## src/sv/fire_heat_map_engine_defines.svh

```systemverilog
// assertion macros for the fire heat map engine
// used by fhm_seq and fire_heat_map_engine, no other dependencies
`ifndef FIRE_HEAT_MAP_ENGINE_DEFINES_SVH
`define FIRE_HEAT_MAP_ENGINE_DEFINES_SVH
`ifndef SYNTHESIS
`define FHM_ASSERT_IMP(lbl, clk, rst_n, ante, cons) \
  lbl: assert property (@(posedge clk) disable iff (!rst_n) (ante) |-> (cons)) \
    else $error("fhm assertion failed");
`define FHM_ASSERT_NXT(lbl, clk, rst_n, ante, cons) \
  lbl: assert property (@(posedge clk) disable iff (!rst_n) (ante) |=> (cons)) \
    else $error("fhm assertion failed");
`else
`define FHM_ASSERT_IMP(lbl, clk, rst_n, ante, cons)
`define FHM_ASSERT_NXT(lbl, clk, rst_n, ante, cons)
`endif
`endif

```

## src/sv/fhm_pkg.sv

```systemverilog
// fhm_pkg: payload structs, shared-unit request type, sequencer states and constants
// no dependencies
`default_nettype none

package fhm_pkg;

  localparam int COL_W  = 6;
  localparam int ROW_W  = 6;
  localparam int CFG_W  = 7;
  localparam int CIDX_W = 2;
  localparam int ACC_W  = 16;
  localparam int ALU_W  = 17;

  localparam logic [CIDX_W-1:0] CFG_GRID_WIDTH  = 2'd0;
  localparam logic [CIDX_W-1:0] CFG_GRID_HEIGHT = 2'd1;

  localparam logic [CFG_W-1:0] GRID_RESET = 7'd16;

  localparam logic [1:0] OP_COOL    = 2'd0;
  localparam logic [1:0] OP_DIFFUSE = 2'd1;
  localparam logic [1:0] OP_IGNITE  = 2'd2;
  localparam logic [1:0] OP_RENDER  = 2'd3;

  localparam logic [3:0] IGNITE_MIN = 4'd5;
  localparam logic [7:0] HEAT_SCALE = 8'd191;
  localparam logic [7:0] HEAT_BIAS  = 8'd127;
  localparam logic [7:0] CELL_MAX   = 8'hff;

  typedef struct packed {
    logic [1:0]       op;
    logic [COL_W-1:0] column;
    logic [ROW_W-1:0] row;
    logic [7:0]       amount;
    logic [3:0]       ignite_roll;
    logic [7:0]       offset_col;
    logic [7:0]       offset_row;
  } in_item_t;

  typedef struct packed {
    logic [7:0] red;
    logic [7:0] green;
    logic [7:0] blue;
    logic [8:0] led_row;
    logic [8:0] led_col;
  } out_item_t;

  typedef enum logic {
    ALU_MAC,
    ALU_SUB
  } alu_op_t;

  typedef struct packed {
    alu_op_t     op;
    logic [7:0]  a;
    logic [7:0]  b;
    logic [15:0] c;
  } alu_req_t;

  typedef enum logic [3:0] {
    S_CLEAR,
    S_IDLE,
    S_D_ADDR,
    S_D_READ,
    S_D_ACC,
    S_D_WADDR,
    S_D_WRITE,
    S_C_ADDR,
    S_C_READ,
    S_C_CALC,
    S_R_MOD,
    S_R_ADDR,
    S_R_READ,
    S_R_MUL,
    S_R_OUT
  } state_t;

endpackage

`default_nettype wire

```

## src/sv/fhm_alu.sv

```systemverilog
// fhm_alu: shared arithmetic unit, multiply-add or subtract with borrow in the top bit
// depends on fhm_pkg
`default_nettype none

module fhm_alu (
  input  wire fhm_pkg::alu_req_t         req,
  output logic [fhm_pkg::ALU_W-1:0]      res
);

  logic [15:0] prod;

  assign prod = 16'(req.a) * 16'(req.b);

  always_comb begin
    case (req.op)
      fhm_pkg::ALU_SUB: res = {1'b0, req.c} - {9'd0, req.a};
      default:          res = {1'b0, prod} + {1'b0, req.c};
    endcase
  end

endmodule

`default_nettype wire

```

## config.mk

```make
export PLATFORM = sky130hd
export DESIGN_NAME = fhm_alu
export DESIGN_NICKNAME = d
export VERILOG_FILES = /design/src/sv/fire_heat_map_engine_defines.svh /design/src/sv/fhm_pkg.sv /design/src/sv/fhm_alu.sv
export SDC_FILE = /design/constraint.sdc
export NUM_CORES = 1
export LEC_CHECK = 0
export ABC_CLOCK_PERIOD_IN_PS = 8230
export BUFFER_PORTS_ARGS = -buffer_cell sky130_fd_sc_hd__buf_2
export CORE_UTILIZATION = 65
export DETAILED_ROUTE_END_ITERATION = 12
export PLACE_DENSITY = 0.89
export SYNTH_ARGS = -nofsm -noshare
export SYNTH_HDL_FRONTEND = slang
export SYNTH_SLANG_ARGS = --single-unit
```

## constraint.sdc

```tcl
create_clock -name vclk -period 8.23
set_clock_uncertainty 0.1 [all_clocks]
set_input_delay 0.823 -clock vclk [all_inputs]
set_output_delay 0.823 -clock vclk [all_outputs]
set_load 0.02 [all_outputs]
```

==> flow_summary.json <==
{
  "hold_ws_ns": 2.03,
  "io_buffer_count": 50,
  "rsz0062_at_grt": "no",
  "dr.pass1.iters": 4,
  "cp_data_arrival_time_ns": 4.98,
  "fin_crit_sh": 0.718,
  "grt_overflow_total": 0,
  "finalSetupTns_ns": 0,
  "grt_pass1_vias": 2959,
  "drt_iter0_drc": 143,
  "regArea_um2": 0,
  "syn-num-nets": 548,
  "path_cells": "buf_2, nand2_1, fa_1, inv_1, fa_1, inv_1, fa_1, fa_1, inv_1, ha_1, a21o_1, a21oi_1, a21oi_1, o41ai_1, xor2_1, mux2i_1, buf_2",
  "vias_per_cell": 5.51,
  "drc": 0,
  "pre_cts_ws_ns": 2.38,
  "final_cell_mix": "inv_1 (108), fa_1 (52), buf_2 (50)",
  "total_power_uw": 841,
  "multiInputGateArea_um2": 2880,
  "n_sequential_cell": 0,
  "detailed_place_hpwl_um": 6790,
  "status": "completed",
  "worstHoldPathType": "in -> out",
  "crit_path_top_delay_cell": "fa_1",
  "grt_antenna_before_repair": 0,
  "initial_utilization": 0.687,
  "syn-cell-area_um2": 3310,
  "crit_top_cell": "fa_1",
  "crit_family": "adder cells",
  "rows": 25,
  "drv_slew": 0,
  "die_w_um": 73.4,
  "crit_fanout": 9,
  "drv_cap": 0,
  "vias": 2914,
  "worst-path-buf-inv": 5,
  "setup_slack_ns": 2.32,
  "gp_congestion": 0.956,
  "die_area_um2": 5380,
  "hold_viol": 0,
  "core_um2": 4820,
  "setup_viol_count_final": 0,
  "postCtsHoldBufs": 0,
  "track_usage": 0.315,
  "path_depth": 17,
  "drive_above_1_share": 0.123,
  "synth.area.top_cells": "fa_1 (31%), ha_1 (17%), inv_1 (12%)",
  "nets": 593,
  "avgSynthCellArea_um2": 7.90,
  "num_antenna_cells": 0,
  "powerDensity_nw_per_um2": 232,
  "endpoint_kind": "primary output",
  "critPathLaunchType": "input port",
  "critical_path.max_stage_delay_ns": 0.55,
  "fin_crit_ns": 5.91,
  "relSlewSlack": 0.689,
  "clock.fmax_mhz": 169,
  "tightest_slew_ns": 0.466,
  "yosys_warnings": 0,
  "ys_types": 42,
  "route.detailed.wl_per_inst_um": 14.8,
  "yosys.area.top_type": "fa_1",
  "cts_resized": 0,
  "drt-total-wl_um": 7810,
  "cts_setup_buffers": 0,
  "grt_max_degree": 16,
  "syn2layout_area_growth_pct": 9.30,
  "vdd_drop_max_mv": 0.425,
  "grt_pass1_wl_um": 13100,
  "fillers": 392,
  "synth.top_cell.area_share": 0.314,
  "p_leak_uw": 0.00202,
  "crit_required_ns": 7.31,
  "fp.dieH_um": 73.4,
  "drtAntennaViolNets": 0,
  "worstSetupPathType": "in -> out",
  "yosysSeqAreaShare": 0,
  "layout_commonest_cell": "inv_1",
  "instances_no_fill": 529,
  "whs_path_depth": 5,
  "io_pins": 50,
  "dp_cells": 529,
  "synthCells": 419,
  "clock_buffers": 0
}
[cell families (layout without fill, tap and decap cells)]
logic type,count (synthesis),in the layout,synth area share
AO/OA/AOI/OAI,53,53,0.104
XOR/XNOR,22,22,0.0582
adder cells (fa/ha/maj),96,96,0.481
buffers and inverters,115,158,0.130
multiplexers,8,8,0.0246
AND/OR/NAND/NOR,125,125,0.202
[synth_stat cells]
library cell / instances
nand4_1: 1
or3_1: 2
nand2_1: 42
and2b_1: 1
buf_1: 1
inv_1: 108
nand4b_1: 1
clkbuf_1: 6
xnor2_1: 13
nor2_1: 16
mux2_2: 1
and4b_2: 1
and2_1: 35
nor3_1: 8
or4_4: 1
a21oi_1: 16
a211oi_1: 1
o21ai_0: 8
o21bai_1: 1
nor2b_1: 2
fa_1: 52
and3_1: 1
nand3b_1: 1
o21a_1: 5
o31a_1: 1
nor3_2: 1
a31oi_2: 1
a21o_1: 9
o211ai_1: 2
a31oi_1: 1
mux2i_1: 7
o21ai_1: 2
a2111o_1: 1
nand3_1: 6
nand2b_1: 4
o2111ai_1: 2
xor2_1: 9
o41ai_1: 1
nor4_4: 2
o22ai_1: 1
ha_1: 44
a2111oi_0: 1
[metrics by stage]
| stage | area, um2 | utilization |
|---|---|---|
| floorplan | 3310 | - |
| global placement | 3620 | 0.751 |
| detailed placement | 3620 | 0.751 |
| CTS | 3620 | 0.751 |
| global route | 3620 | 0.751 |
| finish | 3620 | 0.751 |
[path summary, 6_finish.rpt]
check / slack [ns] / endpoint / from
max: 2.32 / res[12] / req[29]
min: 2.03 / res[0] / req[0]
[routing by layer]
layer  part of all wire  GRT usage  routed length, um
met5                  0          0                  0
met1               0.44      0.423               3410
met4              0.011     0.0577                 82
met2               0.50      0.569               3910
met3              0.052     0.0137                402
[power by group]
part	total [uW]	switching, uW	internal, uW
sequential	0	0	0
clock	0	0	0
combinational	841	502	339
total	841	502	339
[final cells by class]
type                            count  share of cell area
Timing Repair Buffer               50              0.0692
Tap cell                           67              0.0232
Inverter                          108               0.112
Multi-Input combinational cell    304               0.796
Note: power is estimated with default switching activity, not from simulation.
