File: src/sv/fire_heat_map_engine_defines.svh
// assertion macros for the fire heat map engine
// used by fhm_seq and fire_heat_map_engine, no other dependencies
`ifndef FIRE_HEAT_MAP_ENGINE_DEFINES_SVH
`define FIRE_HEAT_MAP_ENGINE_DEFINES_SVH
`ifndef SYNTHESIS
`define FHM_ASSERT_IMP(lbl, clk, rst_n, ante, cons) \
  lbl: assert property (@(posedge clk) disable iff (!rst_n) (ante) |-> (cons)) \
    else $error("fhm assertion failed");
`define FHM_ASSERT_NXT(lbl, clk, rst_n, ante, cons) \
  lbl: assert property (@(posedge clk) disable iff (!rst_n) (ante) |=> (cons)) \
    else $error("fhm assertion failed");
`else
`define FHM_ASSERT_IMP(lbl, clk, rst_n, ante, cons)
`define FHM_ASSERT_NXT(lbl, clk, rst_n, ante, cons)
`endif
`endif

File: src/sv/fhm_pkg.sv
// fhm_pkg: payload structs, shared-unit request type, sequencer states and constants
// no dependencies
`default_nettype none

package fhm_pkg;

  localparam int COL_W  = 6;
  localparam int ROW_W  = 6;
  localparam int CFG_W  = 7;
  localparam int CIDX_W = 2;
  localparam int ACC_W  = 16;
  localparam int ALU_W  = 17;

  localparam logic [CIDX_W-1:0] CFG_GRID_WIDTH  = 2'd0;
  localparam logic [CIDX_W-1:0] CFG_GRID_HEIGHT = 2'd1;

  localparam logic [CFG_W-1:0] GRID_RESET = 7'd16;

  localparam logic [1:0] OP_COOL    = 2'd0;
  localparam logic [1:0] OP_DIFFUSE = 2'd1;
  localparam logic [1:0] OP_IGNITE  = 2'd2;
  localparam logic [1:0] OP_RENDER  = 2'd3;

  localparam logic [3:0] IGNITE_MIN = 4'd5;
  localparam logic [7:0] HEAT_SCALE = 8'd191;
  localparam logic [7:0] HEAT_BIAS  = 8'd127;
  localparam logic [7:0] CELL_MAX   = 8'hff;

  typedef struct packed {
    logic [1:0]       op;
    logic [COL_W-1:0] column;
    logic [ROW_W-1:0] row;
    logic [7:0]       amount;
    logic [3:0]       ignite_roll;
    logic [7:0]       offset_col;
    logic [7:0]       offset_row;
  } in_item_t;

  typedef struct packed {
    logic [7:0] red;
    logic [7:0] green;
    logic [7:0] blue;
    logic [8:0] led_row;
    logic [8:0] led_col;
  } out_item_t;

  typedef enum logic {
    ALU_MAC,
    ALU_SUB
  } alu_op_t;

  typedef struct packed {
    alu_op_t     op;
    logic [7:0]  a;
    logic [7:0]  b;
    logic [15:0] c;
  } alu_req_t;

  typedef enum logic [3:0] {
    S_CLEAR,
    S_IDLE,
    S_D_ADDR,
    S_D_READ,
    S_D_ACC,
    S_D_WADDR,
    S_D_WRITE,
    S_C_ADDR,
    S_C_READ,
    S_C_CALC,
    S_R_MOD,
    S_R_ADDR,
    S_R_READ,
    S_R_MUL,
    S_R_OUT
  } state_t;

endpackage

`default_nettype wire

File: src/sv/fhm_seq.sv
// fhm_seq: sequencer driving the shared unit and the grid memory for all item kinds
// depends on fhm_pkg (which holds the shared-unit request type) and the assertion macro header
`default_nettype none
`include "fire_heat_map_engine_defines.svh"

module fhm_seq #(
  parameter int DEPTH = 4096,
  parameter int AW    = 12
) (
  input  wire logic                        clk,
  input  wire logic                        rst_n,
  input  wire logic                        in_valid,
  input  wire fhm_pkg::in_item_t           in_data,
  output logic                             in_ready,
  input  wire logic [fhm_pkg::CFG_W-1:0]   used_w,
  input  wire logic [fhm_pkg::CFG_W-1:0]   used_h,
  input  wire logic                        out_free,
  output logic                             res_load,
  output fhm_pkg::out_item_t               res_data,
  output fhm_pkg::alu_req_t                alu_req,
  input  wire logic [fhm_pkg::ALU_W-1:0]   alu_res,
  output logic                             ram_we,
  output logic [AW-1:0]                    ram_waddr,
  output logic [7:0]                       ram_wdata,
  output logic [AW-1:0]                    ram_raddr,
  input  wire logic [7:0]                  ram_rdata
);

  fhm_pkg::state_t   state_r, state_nxt;
  fhm_pkg::in_item_t item_r, item_nxt;
  logic [AW-1:0]     clr_r, clr_nxt;
  logic [AW-1:0]     addr_r, addr_nxt;
  logic [fhm_pkg::ACC_W-1:0] acc_r, acc_nxt;
  logic [fhm_pkg::CFG_W-1:0] x_r, x_nxt;
  logic [fhm_pkg::CFG_W-1:0] y_r, y_nxt;
  logic [1:0]        tap_r, tap_nxt;
  logic [fhm_pkg::CFG_W-1:0] rem_r, rem_nxt;
  logic [2:0]        idx_r, idx_nxt;

  logic [fhm_pkg::CFG_W-1:0] ym1, yb2, xl, xr, tap_x, tap_y, ry;
  logic [7:0]        cand;
  logic [16:0]       qsum;
  logic [7:0]        t192;
  logic [7:0]        ramp;

  // neighbour coordinates, wrapping in x and clamping in y
  always_comb begin
    ym1 = y_r - 7'd1;
    yb2 = (y_r >= 7'd2) ? (y_r - 7'd2) : 7'd0;
    xl  = (x_r == 7'd0) ? (used_w - 7'd1) : (x_r - 7'd1);
    xr  = ((x_r + 7'd1) == used_w) ? 7'd0 : (x_r + 7'd1);
    case (tap_r)
      2'd0:    begin tap_x = x_r; tap_y = ym1; end
      2'd1:    begin tap_x = x_r; tap_y = yb2; end
      2'd2:    begin tap_x = xl;  tap_y = ym1; end
      default: begin tap_x = xr;  tap_y = ym1; end
    endcase
    ry = ({1'b0, item_r.row} < used_h) ? (used_h - 7'd1 - {1'b0, item_r.row}) : 7'd0;
    cand = {rem_r, item_r.column[idx_r]};
  end

  // heat ramp: divide by 255 through the reciprocal identity
  always_comb begin
    qsum = {1'b0, acc_r} + 17'd1 + {9'd0, acc_r[15:8]};
    t192 = qsum[15:8];
    ramp = {t192[5:0], 2'b00};
    case (t192[7:6])
      2'd0: begin
        res_data.red = ramp; res_data.green = 8'd0; res_data.blue = 8'd0;
      end
      2'd1: begin
        res_data.red = fhm_pkg::CELL_MAX; res_data.green = ramp; res_data.blue = 8'd0;
      end
      default: begin
        res_data.red   = fhm_pkg::CELL_MAX;
        res_data.green = fhm_pkg::CELL_MAX;
        res_data.blue  = ramp;
      end
    endcase
    res_data.led_row = {1'b0, item_r.offset_row} + {3'd0, item_r.row};
    res_data.led_col = {1'b0, item_r.offset_col} + {3'd0, item_r.column};
  end

  always_ff @(posedge clk) begin
    if (!rst_n) begin
      state_r <= fhm_pkg::S_CLEAR;
      clr_r   <= '0;
    end else begin
      state_r <= state_nxt;
      clr_r   <= clr_nxt;
    end
  end

  always_ff @(posedge clk) begin
    item_r <= item_nxt;
    addr_r <= addr_nxt;
    acc_r  <= acc_nxt;
    x_r    <= x_nxt;
    y_r    <= y_nxt;
    tap_r  <= tap_nxt;
    rem_r  <= rem_nxt;
    idx_r  <= idx_nxt;
  end

  assign ram_raddr = addr_r;

  always_comb begin
    state_nxt = state_r;
    clr_nxt   = clr_r;
    item_nxt  = item_r;
    addr_nxt  = addr_r;
    acc_nxt   = acc_r;
    x_nxt     = x_r;
    y_nxt     = y_r;
    tap_nxt   = tap_r;
    rem_nxt   = rem_r;
    idx_nxt   = idx_r;
    in_ready  = 1'b0;
    res_load  = 1'b0;
    ram_we    = 1'b0;
    ram_waddr = addr_r;
    ram_wdata = 8'd0;
    alu_req.op = fhm_pkg::ALU_MAC;
    alu_req.a  = 8'd0;
    alu_req.b  = 8'd0;
    alu_req.c  = 16'd0;
    case (state_r)
      fhm_pkg::S_CLEAR: begin
        ram_we    = 1'b1;
        ram_waddr = clr_r;
        if (clr_r == AW'(DEPTH - 1)) begin
          state_nxt = fhm_pkg::S_IDLE;
        end else begin
          clr_nxt = clr_r + AW'(1);
        end
      end
      fhm_pkg::S_IDLE: begin
        in_ready = 1'b1;
        if (in_valid) begin
          item_nxt = in_data;
          case (in_data.op)
            fhm_pkg::OP_COOL: begin
              if (({1'b0, in_data.column} < used_w) && ({1'b0, in_data.row} < used_h)) begin
                state_nxt = fhm_pkg::S_C_ADDR;
              end
            end
            fhm_pkg::OP_IGNITE: begin
              if (({1'b0, in_data.column} < used_w) &&
                  (in_data.ignite_roll > fhm_pkg::IGNITE_MIN)) begin
                state_nxt = fhm_pkg::S_C_ADDR;
              end
            end
            fhm_pkg::OP_DIFFUSE: begin
              x_nxt   = 7'd0;
              y_nxt   = used_h - 7'd1;
              tap_nxt = 2'd0;
              if (used_h > 7'd1) begin
                state_nxt = fhm_pkg::S_D_ADDR;
              end
            end
            default: begin
              rem_nxt   = 7'd0;
              idx_nxt   = 3'(fhm_pkg::COL_W - 1);
              state_nxt = fhm_pkg::S_R_MOD;
            end
          endcase
        end
      end
      fhm_pkg::S_D_ADDR: begin
        alu_req.a = {1'b0, tap_y};
        alu_req.b = {1'b0, used_w};
        alu_req.c = {9'd0, tap_x};
        addr_nxt  = AW'(alu_res);
        state_nxt = fhm_pkg::S_D_READ;
      end
      fhm_pkg::S_D_READ: begin
        state_nxt = fhm_pkg::S_D_ACC;
      end
      fhm_pkg::S_D_ACC: begin
        alu_req.a = ram_rdata;
        alu_req.b = 8'd1;
        alu_req.c = (tap_r == 2'd0) ? 16'd0 : acc_r;
        acc_nxt   = alu_res[fhm_pkg::ACC_W-1:0];
        tap_nxt   = tap_r + 2'd1;
        state_nxt = (tap_r == 2'd3) ? fhm_pkg::S_D_WADDR : fhm_pkg::S_D_ADDR;
      end
      fhm_pkg::S_D_WADDR: begin
        alu_req.a = {1'b0, y_r};
        alu_req.b = {1'b0, used_w};
        alu_req.c = {9'd0, x_r};
        addr_nxt  = AW'(alu_res);
        state_nxt = fhm_pkg::S_D_WRITE;
      end
      fhm_pkg::S_D_WRITE: begin
        ram_we    = 1'b1;
        ram_wdata = acc_r[9:2];
        tap_nxt   = 2'd0;
        state_nxt = fhm_pkg::S_D_ADDR;
        if (y_r == 7'd1) begin
          if ((x_r + 7'd1) == used_w) begin
            state_nxt = fhm_pkg::S_IDLE;
          end else begin
            x_nxt = x_r + 7'd1;
            y_nxt = used_h - 7'd1;
          end
        end else begin
          y_nxt = y_r - 7'd1;
        end
      end
      fhm_pkg::S_C_ADDR: begin
        alu_req.a = (item_r.op == fhm_pkg::OP_COOL) ? {2'd0, item_r.row} : 8'd0;
        alu_req.b = {1'b0, used_w};
        alu_req.c = {10'd0, item_r.column};
        addr_nxt  = AW'(alu_res);
        state_nxt = fhm_pkg::S_C_READ;
      end
      fhm_pkg::S_C_READ: begin
        state_nxt = fhm_pkg::S_C_CALC;
      end
      fhm_pkg::S_C_CALC: begin
        ram_we = 1'b1;
        if (item_r.op == fhm_pkg::OP_COOL) begin
          alu_req.op = fhm_pkg::ALU_SUB;
          alu_req.a  = item_r.amount;
          alu_req.c  = {8'd0, ram_rdata};
          ram_wdata  = alu_res[16] ? 8'd0 : alu_res[7:0];
        end else begin
          alu_req.a = ram_rdata;
          alu_req.b = 8'd1;
          alu_req.c = {8'd0, item_r.amount};
          ram_wdata = alu_res[8] ? fhm_pkg::CELL_MAX : alu_res[7:0];
        end
        state_nxt = fhm_pkg::S_IDLE;
      end
      fhm_pkg::S_R_MOD: begin
        // restoring remainder, one column bit per cycle
        alu_req.op = fhm_pkg::ALU_SUB;
        alu_req.a  = {1'b0, used_w};
        alu_req.c  = {8'd0, cand};
        rem_nxt    = alu_res[16] ? cand[6:0] : alu_res[6:0];
        idx_nxt    = idx_r - 3'd1;
        if (idx_r == 3'd0) begin
          state_nxt = fhm_pkg::S_R_ADDR;
        end
      end
      fhm_pkg::S_R_ADDR: begin
        alu_req.a = {1'b0, ry};
        alu_req.b = {1'b0, used_w};
        alu_req.c = {9'd0, rem_r};
        addr_nxt  = AW'(alu_res);
        state_nxt = fhm_pkg::S_R_READ;
      end
      fhm_pkg::S_R_READ: begin
        state_nxt = fhm_pkg::S_R_MUL;
      end
      fhm_pkg::S_R_MUL: begin
        alu_req.a = ram_rdata;
        alu_req.b = fhm_pkg::HEAT_SCALE;
        alu_req.c = {8'd0, fhm_pkg::HEAT_BIAS};
        acc_nxt   = alu_res[fhm_pkg::ACC_W-1:0];
        state_nxt = fhm_pkg::S_R_OUT;
      end
      fhm_pkg::S_R_OUT: begin
        if (out_free) begin
          res_load  = 1'b1;
          state_nxt = fhm_pkg::S_IDLE;
        end
      end
      default: begin
        state_nxt = fhm_pkg::S_IDLE;
      end
    endcase
  end

  `FHM_ASSERT_IMP(a_load_free, clk, rst_n, res_load, out_free)
  `FHM_ASSERT_IMP(a_rem_below_w, clk, rst_n, state_r == fhm_pkg::S_R_MOD, rem_r < used_w)
  `FHM_ASSERT_IMP(a_diff_row, clk, rst_n, state_r == fhm_pkg::S_D_ADDR, y_r != 7'd0)
  `FHM_ASSERT_IMP(a_we_state, clk, rst_n, ram_we, (state_r == fhm_pkg::S_CLEAR || state_r == fhm_pkg::S_D_WRITE || state_r == fhm_pkg::S_C_CALC))

endmodule

`default_nettype wire

File: config.mk
export PLATFORM = sky130hd
export DESIGN_NAME = fhm_seq
export DESIGN_NICKNAME = d
export VERILOG_FILES = /design/src/sv/fhm_pkg.sv /design/src/sv/fhm_seq.sv
export VERILOG_INCLUDE_DIRS = /design/src /design/src/sv
export SDC_FILE = /design/constraint.sdc
export NUM_CORES = 1
export LEC_CHECK = 0
export ABC_AREA = 1
export BUFFER_PORTS_ARGS = -buffer_cell sky130_fd_sc_hd__buf_2
export CORE_ASPECT_RATIO = 1.5
export CORE_MARGIN = 5
export CORE_UTILIZATION = 55
export DETAILED_ROUTE_END_ITERATION = 10
export PLACE_DENSITY = 0.82
export SLEW_MARGIN = 30
export SYNTH_ARGS = -nofsm -noshare
export SYNTH_HDL_FRONTEND = slang
export SYNTH_SLANG_ARGS = --single-unit
export TNS_END_PERCENT = 100
File: constraint.sdc
create_clock -name clk -period 3.2 [get_ports clk]
set_input_delay 0.48 -clock clk [delete_from_list [all_inputs] [get_ports clk]]
set_output_delay 0.48 -clock clk [all_outputs]
set_load 0.02 [all_outputs]
==> parameters.txt, run 1 <==
Parameter                              Value

Setup path
  R2R Path Start ... x_r[1]
  Number of cells on the worst reg-to-reg path ... 14
  Max incr delay on CP ... 0.46 ns
  Cells traversed along the worst timing path ... buf_4, ha_1, nand3_1, nand2_1, nand2_1, inv_1, nand2_1, nand2_1, nor2_1, nand3_4, nand2_1, nand2_1, nand3_1, nand2_1, buf_2
  Worst Setup End Kind ... output pin
  Worst-path maximum fanout ... 7
  R2r endpoint ... y_r[0]
  Setup CP Type ... reg2out
  Cell repeated most along the worst path ... sky130_fd_sc_hd__nand2_1
  Worst EP arrival ... 2.60 ns
  Slack of the worst reg-to-reg path ... 0.78 ns
  CP Launch Type ... flop
  Critical path's slowest cell ... sky130_fd_sc_hd__edfxtp_1
  Required time reported for the critical path endpoint ... 2.72 ns

Clock tree
  Clock transition at the register clock pins on the worst setup and hold paths after CTS ... 0.08 ns
  Number of buffers on the longest clock path ... 2
  CTS tree ... yes
  Sink Count ... 108
  Master cell of the clock root buffer ... sky130_fd_sc_hd__clkbuf_16
  Clock latency at the later pin of the worst-skew pair ... 0.36 ns
  Htree depth ... 3
  Clock buffer count from CTS ... 9
  Cts hold-fix bufs ... 0

Run
  Max-cap violations ... 0

Min path
  Class of the worst hold path ... in2reg
  WHS Path Cells ... 1
  Endpoint of the worst hold-timing path ... item_r[7]
  Hold wc startpoint ... in_data[7]

Yosys
  Number of synthesized register bits ... 108
  Post-Synthesis Mean Instance Area ... 7.599 um^2
  Share of synthesized area occupied by flip-flops and latches ... 38.06%
  Synth cell types ... 52
  Fraction of registers with async set/reset ... 0%
  Dominant synthesized flop cell ... sky130_fd_sc_hd__edfxtp_1
  Count of flip-flops with a built-in enable after synthesis ... 92
  Netlist area before placement ... 0.008100 mm^2
  Warning count from the yosys run ... 0
  Count of mapped cells out of synthesis ... 1066

Detailed routing
  Post-detailed-route DRC marker count ... 0
  Total Wirelength ... 26280 um
  DRC violation total after the first TritonRoute iteration ... 784
  Number of vias after detailed routing ... 8448
  Iteration count of the initial detailed-routing pass ... 6
  Post-DR wirelength/cell ... 17.94 um
  Vias per cell ... 5.767
  Count of nets left with antenna violations after detail routing ... 0

Power
  Combinational group share of total power ... 7.5%
  Share of total power in the clock network ... 42.2%
  Fraction of power consumed by sequential logic ... 50.4%
  Pwr/cell area ... 312.8 mW/mm^2
  NetSw ... 714.5 uW
  Net switching share of the total power ... 23.60%
  Total internal power ... 2313 uW
  Final Total Pwr ... 3027 uW
  Worst VDD drop ... 0.0002650 V
  P_leak ... 0.004591 uW

Final layout
  ANT cells ... 0
  Share of layout cells above drive strength 1 ... 21.28%
  Non-filler cells in the finished layout ... 1465
  Layout area overhead ... 19.49%
  # nets final ... 1409

Placement
  RePlAce Congestion ... 0.9955
  Port Buffer Count ... 191
  Inst Count DP ... 1443
  Dpl ws ... 0.2291 ns
  Half-perimeter wire length after placement ... 21150 um

Floorplanning
  Row Count ... 54
  Area of the die ... 0.01730 mm^2
  Chip width ... 109.1 um
  Starting density of the core ... 55.76%
  Top-level port count ... 195
  Chip Height ... 158.6 um
  Floorplan Core Area ... 0.01453 mm^2

Run status
  Status ... finished, final reports clean

Global route
  Via count of the first global-routing pass ... 7991
  Antenna violations before repair ... 0
  Congestion Overflow GR ... 0
  Largest net degree at the start of global routing ... 39
  Global-route usage over all layers ... 30.15%
  Global-route wire length before repair ... 39900 um

STA
  Part of the cycle the worst path needs ... 96.36%
  Pins Over Slew Limit ... 0
  Clock Skew ... 0.01130 ns
  Final hold violations ... 0
  Endpoints failing setup ... 0
  Transition time of the tightest slew-check pin ... 0.7602 ns
  Achievable clock frequency ... 324.3 MHz
  Worst slew margin relative to its limit ... 49.13%
  Minimum clock period after layout ... 3.083 ns
  Post-Route Hold Slack ... 0.2899 ns
  Final worst setup slack ... 0.1165 ns
  Unrepaired setup endpoints after global routing ... yes
==> kinds of logic (layout without fill, tap and decap cells) <==
logic type	Yosys count	after routing	share of synthesized area (%)
xor+xnor	30	30	3.244
simple gates	476	476	25.15
other cells	1	2	0.04629
fa+ha+maj	60	60	9.546
buf+inv	175	377	8.526
compound gates	216	216	15.43
flops	108	108	38.06
==> critical path: cells and delay by family, from the launching register on <==
family | cells | cell delay, ns
buffers and inverters | 3 | 0.44
flip-flops | 1 | 0.46
AND/OR/NAND/NOR | 11 | 1.12
adder cells (fa/ha/maj) | 1 | 0.23
==> final cells by class <==
cell class | instances | area (um^2)
sequential | 108 | 3083
timing repair buffer | 209 | 1091
clock buffer | 10 | 229.0
fill | 1268 | 4847
multi-input combinational | 784 | 4355
clock inverter | 6 | 105.1
inverter | 152 | 570.5
tap | 196 | 245.2
==> power by group through the flow <==
stage               sequential [uW]  clock [uW]  combinational [uW]
global placement               1560           0                 214
global route                   1530        1340                 252
detailed placement             1560           0                 219
finish                         1520        1280                 226
CTS                            1520        1280                 221
floorplan                      1560           0                 108
==> synth_stat cells (3+ instances only) <==
master                        n  area [um^2]
sky130_fd_sc_hd__a22oi_1      6        45.04
sky130_fd_sc_hd__o311ai_1     3        26.28
sky130_fd_sc_hd__nor2_1      84        315.3
sky130_fd_sc_hd__buf_2        9        45.04
sky130_fd_sc_hd__fa_1         3        60.06
sky130_fd_sc_hd__edfxtp_1    92         2763
sky130_fd_sc_hd__ha_1        57        713.2
sky130_fd_sc_hd__a211oi_1     6        45.04
sky130_fd_sc_hd__nand4_1     22        137.6
sky130_fd_sc_hd__dfxtp_1     16        320.3
sky130_fd_sc_hd__o22ai_1     20        125.1
sky130_fd_sc_hd__nand3_1     62        310.3
sky130_fd_sc_hd__nor2_4       3        33.78
sky130_fd_sc_hd__xor2_1      22        192.7
sky130_fd_sc_hd__buf_4        6        45.04
sky130_fd_sc_hd__o21ai_0     75        375.4
sky130_fd_sc_hd__a221oi_1     3        26.28
sky130_fd_sc_hd__clkbuf_1     8        30.03
sky130_fd_sc_hd__a21oi_1     63        315.3
sky130_fd_sc_hd__inv_1      129        484.2
sky130_fd_sc_hd__o21bai_1     4        30.03
sky130_fd_sc_hd__nor2_2      11        68.82
sky130_fd_sc_hd__a22o_1       3        26.28
sky130_fd_sc_hd__o211ai_1     7        52.55
sky130_fd_sc_hd__o21ai_1     11        55.05
sky130_fd_sc_hd__nor3_1      19        95.09
sky130_fd_sc_hd__inv_2       21        78.83
sky130_fd_sc_hd__xnor2_1      8        70.07
sky130_fd_sc_hd__nand2_1    262        983.4
sky130_fd_sc_hd__o2111ai_1    4        35.03
==> layout by cell type (no fill, tap or decap), types with 5 or more instances in the layout <==
cell type and count:
sky130_fd_sc_hd__o22ai_1 20, sky130_fd_sc_hd__nand2_1 261, sky130_fd_sc_hd__nor3_1 19, sky130_fd_sc_hd__edfxtp_1 92, sky130_fd_sc_hd__inv_2 21, sky130_fd_sc_hd__nor2_2 11, sky130_fd_sc_hd__ha_1 57, sky130_fd_sc_hd__buf_4 18
sky130_fd_sc_hd__nand4_1 22, sky130_fd_sc_hd__nor2_4 5, sky130_fd_sc_hd__inv_1 129, sky130_fd_sc_hd__buf_2 191, sky130_fd_sc_hd__o21ai_1 12, sky130_fd_sc_hd__o21ai_0 74, sky130_fd_sc_hd__dfxtp_1 16, sky130_fd_sc_hd__clkbuf_16 9
sky130_fd_sc_hd__xnor2_1 8, sky130_fd_sc_hd__a22oi_1 6, sky130_fd_sc_hd__o211ai_1 7, sky130_fd_sc_hd__a21oi_1 63, sky130_fd_sc_hd__nand3_1 62, sky130_fd_sc_hd__a211oi_1 6, sky130_fd_sc_hd__nor2_1 82, sky130_fd_sc_hd__xor2_1 22
==> state kept, by name, summed over array words and instances (netlist names) <==
register and count:
acc_r 16, clr_r 12, idx_r 3, item_r 38
ram_raddr 12, rem_r 7, state_r 4, tap_r 2
x_r 7, y_r 7
==> how the worst max path moves through the flow <==
stage | start | endpoint | slack (ns) | depth (start not counted)
final | x_r[1] | alu_req[4] | 0.12 | 15
after floorplan | state_r[0] | item_r[0] | 0.30 | 4
after CTS | x_r[0] | alu_req[4] | 0.08 | 12
after detailed placement | used_h[0] | alu_req[29] | 0.23 | 14
after global placement | used_h[0] | alu_req[29] | 0.26 | 14
after global routing | x_r[1] | alu_req[4] | -0.03 | 15
==> per-layer routing <==
metal	global-route usage [%]	vias up	wire, um
met5	0	-	0
met2	52.34	523	12730
met4	19.25	0	1823
li1	-	4018	-
met1	33.76	3784	9066
met3	5.233	123	2666
==> what timing repair did <==
item,CTS,global route
setup buffers,0,6
setup endpoints to repair,0,5
gates resized for setup,0,5
==> metrics by stage <==
step	cell area [um^2]	util [%]	TNS, ns
CTS	9617	66.20	0
global placement	9283	63.90	0
floorplan	8104	-	0
global route	9679	66.63	-0.06059
detailed placement	9283	63.90	0
finish	9679	66.63	0
(Power assumes the default switching activity.)
==> inputs of run 2 (changes only) <==
==> constraint.sdc (replaced) <==
create_clock -name clk -period 3.2 [get_ports clk]
set_input_delay 0.48 -clock clk [delete_from_list [all_inputs] [get_ports clk]]
set_output_delay 0.48 -clock clk [all_outputs]
set_load 0.01 [all_outputs]
==> run 2 against run 1 <==
  * Worst setup slack better by 0.035 ns
  * Critical path depth is 2 lower
  * Combinational power hardly changed
  * Design area is 0.81% lower
  * Routed wire length is 0.62% higher
  * Power is 6.2% lower
  * Core utilization is 0.54 points lower
  * Final cell count hardly changed
  * Clock power is 15% lower
  * Via count is 0.88% lower
  * Sequential cell count stayed put
  * Critical path type unchanged
  * Largest cell class unchanged
  * Highest routed layer unchanged
==> parameters.txt, run 2 (synthesis results as in run 1) <==
Parameter                              Value

STA
  Final hold violations ... 0
  Achievable clock frequency ... 328.0 MHz
  Clock Skew ... 0.01196 ns
  Minimum clock period after layout ... 3.049 ns
  Pins Over Slew Limit ... 0
  Aggregate negative setup slack ... 0 ns
  Endpoints failing setup ... 0
  Final worst setup slack ... 0.1514 ns
  Part of the cycle the worst path needs ... 95.27%
  Unrepaired setup endpoints after global routing ... no
  Worst slew margin relative to its limit ... 43.63%
  Post-Route Hold Slack ... 0.2870 ns
  Transition time of the tightest slew-check pin ... 0.8425 ns

Floorplanning
  Area of the die ... 0.01730 mm^2
  Chip Height ... 158.6 um
  Starting density of the core ... 55.76%
  Top-level port count ... 195
  Floorplan Core Area ... 0.01453 mm^2
  Chip width ... 109.1 um
  Row Count ... 54

Final layout
  # nets final ... 1407
  Share of layout cells above drive strength 1 ... 20.92%
  Reg with most FFs ... item_r
  Flip-flop count of the largest register after layout ... 38
  Final design utilization ... 66.09%
  Layout area overhead ... 18.52%
  Commonest non-fill, non-tap cell in the layout ... sky130_fd_sc_hd__nand2_1
  Largest regs ... item_r (38), acc_r (16)
  Final instance area ... 0.009600 mm^2
  Most frequent cells in the layout ... sky130_fd_sc_hd__nand2_1 (262), sky130_fd_sc_hd__buf_2 (191), sky130_fd_sc_hd__inv_1 (129)
  Fillers ... 1299

Setup path
  Worst EP arrival ... 2.57 ns
  Required time reported for the critical path endpoint ... 2.72 ns
  Worst Setup End Kind ... output pin
  Worst-path maximum fanout ... 7
  CP Launch Type ... flop
  Slack of the worst reg-to-reg path ... 0.77 ns
  Max incr delay on CP ... 0.44 ns
  Cell repeated most along the worst path ... sky130_fd_sc_hd__nand2_1
  Setup CP Type ... reg2out
  Critical path destination ... alu_req[4]
  Critical path's slowest cell ... sky130_fd_sc_hd__edfxtp_1
  Number of cells on the worst reg-to-reg path ... 13
  R2R Path Start ... x_r[0]
  Cells traversed along the worst timing path ... ha_1, nand3_1, nor2_1, nand3_1, nand2_1, nand2_1, nand2_1, nand3_2, nand2_1, nand2_1, nand3_1, nand2_1, buf_2
  Worst Setup SP ... x_r[0]
  R2r endpoint ... y_r[6]

Placement
  RePlAce Congestion ... 1.010
  Half-perimeter wire length after placement ... 21370 um
  Port Buffer Count ... 191
  Placement-stage cell area ... 0.009283 mm^2
  Dpl ws ... 0.2797 ns

Clock tree
  Number of buffers on the longest clock path ... 2
  Clock transition at the register clock pins on the worst setup and hold paths after CTS ... 0.08 ns
  Htree depth ... 3
  Master cell of the clock root buffer ... sky130_fd_sc_hd__clkbuf_16
  Sink Count ... 108
  Clock latency at the later pin of the worst-skew pair ... 0.36 ns
  Clock buffer count from CTS ... 9
  CTS tree ... yes

Power
  Pwr/cell area ... 295.7 mW/mm^2
  P_leak ... 0.004556 uW
  Worst VDD drop ... 0.0002483 V

Detailed routing
  Iteration count of the initial detailed-routing pass ... 6
  Count of nets left with antenna violations after detail routing ... 0
  Post-DR wirelength/cell ... 18.06 um
  Vias per cell ... 5.720
  Post-detailed-route DRC marker count ... 0
  DRC violation total after the first TritonRoute iteration ... 757
  Total Wirelength ... 26450 um
  Number of vias after detailed routing ... 8374

Global route
  Global-route wire length before repair ... 40250 um
  Largest net degree at the start of global routing ... 39
  Antenna violations before repair ... 1
  Global-route usage over all layers ... 30.30%
  Congestion Overflow GR ... 0
  Via count of the first global-routing pass ... 8080

Run
  Max-cap violations ... 0

Run status
  Status ... finished, final reports clean

Min path
  Class of the worst hold path ... in2reg
  Hold wc startpoint ... in_data[4]
-- run 2: worst min path at each step --
stage	endpoint	slack [ns]	depth (start not counted)
after floorplan	clr_r[11]	0.45	2
after global placement	clr_r[11]	0.45	2
after detailed placement	clr_r[11]	0.48	2
after CTS	item_r[4]	0.28	1
after global routing	item_r[4]	0.28	1
final	item_r[4]	0.29	1
-- run 2: stage by stage --
stage                     total power (uW)  instances
after floorplan                       1661       1067
after global placement                1769       1443
after detailed placement              1774       1443
after CTS                             2846       1459
after global routing                  2934       1464
final                                 2839       1464
-- run 2: worst max-delay path: cells and delay by family (launching register included) --
kind / cells / cell delay (ns)
flip-flops: 1 / 0.44
AND/OR/NAND/NOR: 11 / 1.32
adder cells (fa/ha/maj): 1 / 0.28
buffers and inverters: 1 / 0.18
-- run 2: area by class of cell --
cell class | count | area (um^2) | share of cell area [%]
antenna | 1 | 2.502 | 0.02607
timing repair buffer | 207 | 1076 | 11.21
inverter | 152 | 570.5 | 5.943
sequential | 108 | 3083 | 32.11
multi-input combinational | 784 | 4343 | 45.24
clock inverter | 6 | 51.30 | 0.5343
clock buffer | 10 | 229.0 | 2.385
tap | 196 | 245.2 | 2.554
-- run 2: timing repair --
item	4_1_cts	5_1_grt
resized for setup	0	1
setup endpoints to repair	0	4
setup buffers	0	4
hold buffers	0	0
endpoints found under the hold margin	0	0
-- run 2: power by group --
part / internal (uW) / switching (uW)
Combinational: 84.6 / 138
Sequential: 1520 / 3.03
Clock: 538 / 553
-- run 2: per-layer routing --
metal | GRT usage, % | part of all wire [%] | up-vias
met5 | 0 | 0 | -
met4 | 18.89 | 6.9 | 0
met3 | 5.761 | 10 | 118
met2 | 53.57 | 48 | 523
met1 | 32.96 | 35 | 3710
li1 | - | - | 4023
==> inputs of run 3 (changes only) <==
--- a/config.mk
+++ b/config.mk
@@ -12,6 +12,7 @@
 export CORE_MARGIN = 5
 export CORE_UTILIZATION = 55
 export DETAILED_ROUTE_END_ITERATION = 10
+export MAX_ROUTING_LAYER = met4
 export PLACE_DENSITY = 0.82
 export SLEW_MARGIN = 30
 export SYNTH_ARGS = -nofsm -noshare
==> run 3 against run 2 <==
  * Sequential share of layout area hardly changed
  * Critical path depth rose by 1
  * Routed wire length grew 0.37%
  * First-iteration DRC count is 8.1% higher
  * Core utilization rose by 0.052 points
  * Final cell count decreased by 0.14%
  * Global-route usage is 1.2 points higher
  * Register-to-register slack better by 0.02 ns
  * Non-clock buffer count shrank 1
  * Critical path type unchanged
  * Highest routed layer unchanged
==> parameters.txt, run 3 (synthesis results as in run 1) <==
Parameter                              Value

Final layout
  Share of layout cells above drive strength 1 ... 21.25%
  Final design utilization ... 66.14%
  # nets final ... 1406
  Reg with most FFs ... item_r
  Flip-flop count of the largest register after layout ... 38
  ANT cells ... 0
  Fillers ... 1318
  Commonest non-fill, non-tap cell in the layout ... sky130_fd_sc_hd__nand2_1
  Layout area overhead ... 18.61%
  Largest regs ... item_r (38), acc_r (16)
  Most frequent cells in the layout ... sky130_fd_sc_hd__nand2_1 (261), sky130_fd_sc_hd__buf_2 (191), sky130_fd_sc_hd__inv_1 (128)

Min path
  Endpoint of the worst hold-timing path ... item_r[3]
  WHS Path Cells ... 1
  Hold wc startpoint ... in_data[3]
  Class of the worst hold path ... in2reg

Global route
  Congestion Overflow GR ... 0
  Antenna violations before repair ... 0
  Global-route wire length before repair ... 40580 um
  Global-route usage over all layers ... 31.54%
  Largest net degree at the start of global routing ... 39
  Via count of the first global-routing pass ... 8223

STA
  Post-Route Hold Slack ... 0.2862 ns
  Final worst setup slack ... 0.1270 ns
  Worst slew margin relative to its limit ... 48.32%
  Clock Skew ... 0.009745 ns
  Final hold violations ... 0
  Transition time of the tightest slew-check pin ... 0.7723 ns
  Minimum clock period after layout ... 3.073 ns
  Achievable clock frequency ... 325.4 MHz
  Endpoints failing setup ... 0
  Part of the cycle the worst path needs ... 96.03%
  Pins Over Slew Limit ... 0

Clock tree
  Number of buffers on the longest clock path ... 2
  Clock latency at the later pin of the worst-skew pair ... 0.36 ns
  CTS tree ... yes
  Clock transition at the register clock pins on the worst setup and hold paths after CTS ... 0.08 ns
  Master cell of the clock root buffer ... sky130_fd_sc_hd__clkbuf_16
  Htree depth ... 3
  Sink Count ... 108
  Clock buffer count from CTS ... 9

Detailed routing
  Vias per cell ... 5.699
  Post-detailed-route DRC marker count ... 0
  Count of nets left with antenna violations after detail routing ... 0
  Total Wirelength ... 26540 um
  Number of vias after detailed routing ... 8332
  Post-DR wirelength/cell ... 18.16 um
  DRC violation total after the first TritonRoute iteration ... 818
  Iteration count of the initial detailed-routing pass ... 6

Floorplanning
  Starting density of the core ... 55.76%
  Chip width ... 109.1 um
  Area of the die ... 0.01730 mm^2
  Row Count ... 54
  Top-level port count ... 195
  Floorplan Core Area ... 0.01453 mm^2
  Chip Height ... 158.6 um

Placement
  Dpl ws ... 0.2813 ns
  Port Buffer Count ... 191
  RePlAce Congestion ... 1.054
  Half-perimeter wire length after placement ... 21630 um

Power
  Final Total Pwr ... 2831 uW
  Pwr/cell area ... 294.6 mW/mm^2
  Worst VDD drop ... 0.0002249 V
  P_leak ... 0.004550 uW

Setup path
  Worst EP arrival ... 2.59 ns
  R2R Path Start ... x_r[0]
  Required time reported for the critical path endpoint ... 2.72 ns
  Worst Setup SP ... x_r[0]
  CP Launch Type ... flop
  Setup CP Type ... reg2out
  Slack of the worst reg-to-reg path ... 0.79 ns
  Worst Setup End Kind ... output pin
  Worst-path maximum fanout ... 10
  Number of cells on the worst reg-to-reg path ... 14
  R2r endpoint ... y_r[5]

Run status
  Status ... finished, final reports clean

Run
  Max-cap violations ... 0
==> run 3: changes by cell type in the layout (fill, tap and decap cells not counted) <==
cell | previous run | this run
sky130_fd_sc_hd__o21ai_0 | 75 | 74
sky130_fd_sc_hd__diode_2 | 1 | 0
sky130_fd_sc_hd__nand3_4 | 0 | 1
sky130_fd_sc_hd__o21ai_1 | 11 | 12
sky130_fd_sc_hd__buf_4 | 16 | 15
sky130_fd_sc_hd__inv_2 | 21 | 22
sky130_fd_sc_hd__nand2_1 | 262 | 261
sky130_fd_sc_hd__nor2_1 | 83 | 80
sky130_fd_sc_hd__nand2_2 | 2 | 3
sky130_fd_sc_hd__nor2_2 | 10 | 13
sky130_fd_sc_hd__nand3_2 | 2 | 1
sky130_fd_sc_hd__inv_1 | 129 | 128
==> run 3: report_power, final <==
| part | internal, uW | switching (uW) | leakage, uW |
|---|---|---|---|
| Clock | 538 | 543 | 0.000137 |
| Combinational | 85.0 | 140 | 0.00344 |
| Sequential | 1520 | 2.95 | 0.000970 |
| Total | 2140 | 686 | 0.00455 |
==> run 3: area by class of cell <==
type	instances	area (um^2)	area share [%]
multi-input cells	784	4360	45.38
flip-flops and latches	108	3083	32.09
repair buffers	206	1069	11.12
inverters	152	570.5	5.938
well taps	196	245.2	2.552
clock buffers	10	229.0	2.383
clock inverters	6	51.30	0.5339
==> run 3: per-stage QoR <==
| step | setup TNS, ns | instances | area [um^2] |
|---|---|---|---|
| 2_1_floorplan | 0 | 1067 | 8104 |
| 3_3_place_gp | 0 | 1443 | 9283 |
| 3_5_place_dp | 0 | 1443 | 9283 |
| 4_1_cts | 0 | 1459 | 9563 |
| 5_1_grt | -0.06956 | 1462 | 9608 |
| 6_report | 0 | 1462 | 9608 |
==> run 3: routing by layer <==
metal / vias to the layer above / wire length (um) / track usage (%)
li1: 4012 / - / -
met1: 3696 / 9378 / 33.36
met2: 489 / 12620 / 53.10
met3: 135 / 2361 / 4.746
met4: 0 / 2188 / 22.80
met5: - / 0 / -
==> run 3: worst max-delay path, stage by stage, from the launching register on <==
cell and delay, ns:
sky130_fd_sc_hd__edfxtp_1 0.35, sky130_fd_sc_hd__buf_4 0.20, sky130_fd_sc_hd__ha_1 0.24, sky130_fd_sc_hd__nand3_1 0.14, sky130_fd_sc_hd__nor2_2 0.13, sky130_fd_sc_hd__nand3_1 0.13, sky130_fd_sc_hd__nand2_2 0.14, sky130_fd_sc_hd__nand2_1 0.07
sky130_fd_sc_hd__nand2_1 0.09, sky130_fd_sc_hd__nand3_2 0.18, sky130_fd_sc_hd__nand2_1 0.12, sky130_fd_sc_hd__nand2_1 0.05, sky130_fd_sc_hd__nand3_1 0.10, sky130_fd_sc_hd__nand2_1 0.09, sky130_fd_sc_hd__buf_2 0.18
==> run 3: worst max-delay path by stage <==
stage / depth (start not counted) / end / slack [ns]
floorplan: 4 / item_r[0] / 0.34
global placement: 14 / alu_req[29] / 0.31
detailed placement: 14 / alu_req[29] / 0.28
CTS: 12 / alu_req[4] / 0.10
global route: 14 / alu_req[4] / -0.05
finish: 14 / alu_req[4] / 0.13
==> run 3: what timing repair did <==
item                       in CTS  in global routing
setup endpoints to repair       0                  7
buffers inserted                0                  3
hold buffers                    0                  0
resized for setup               0                  8
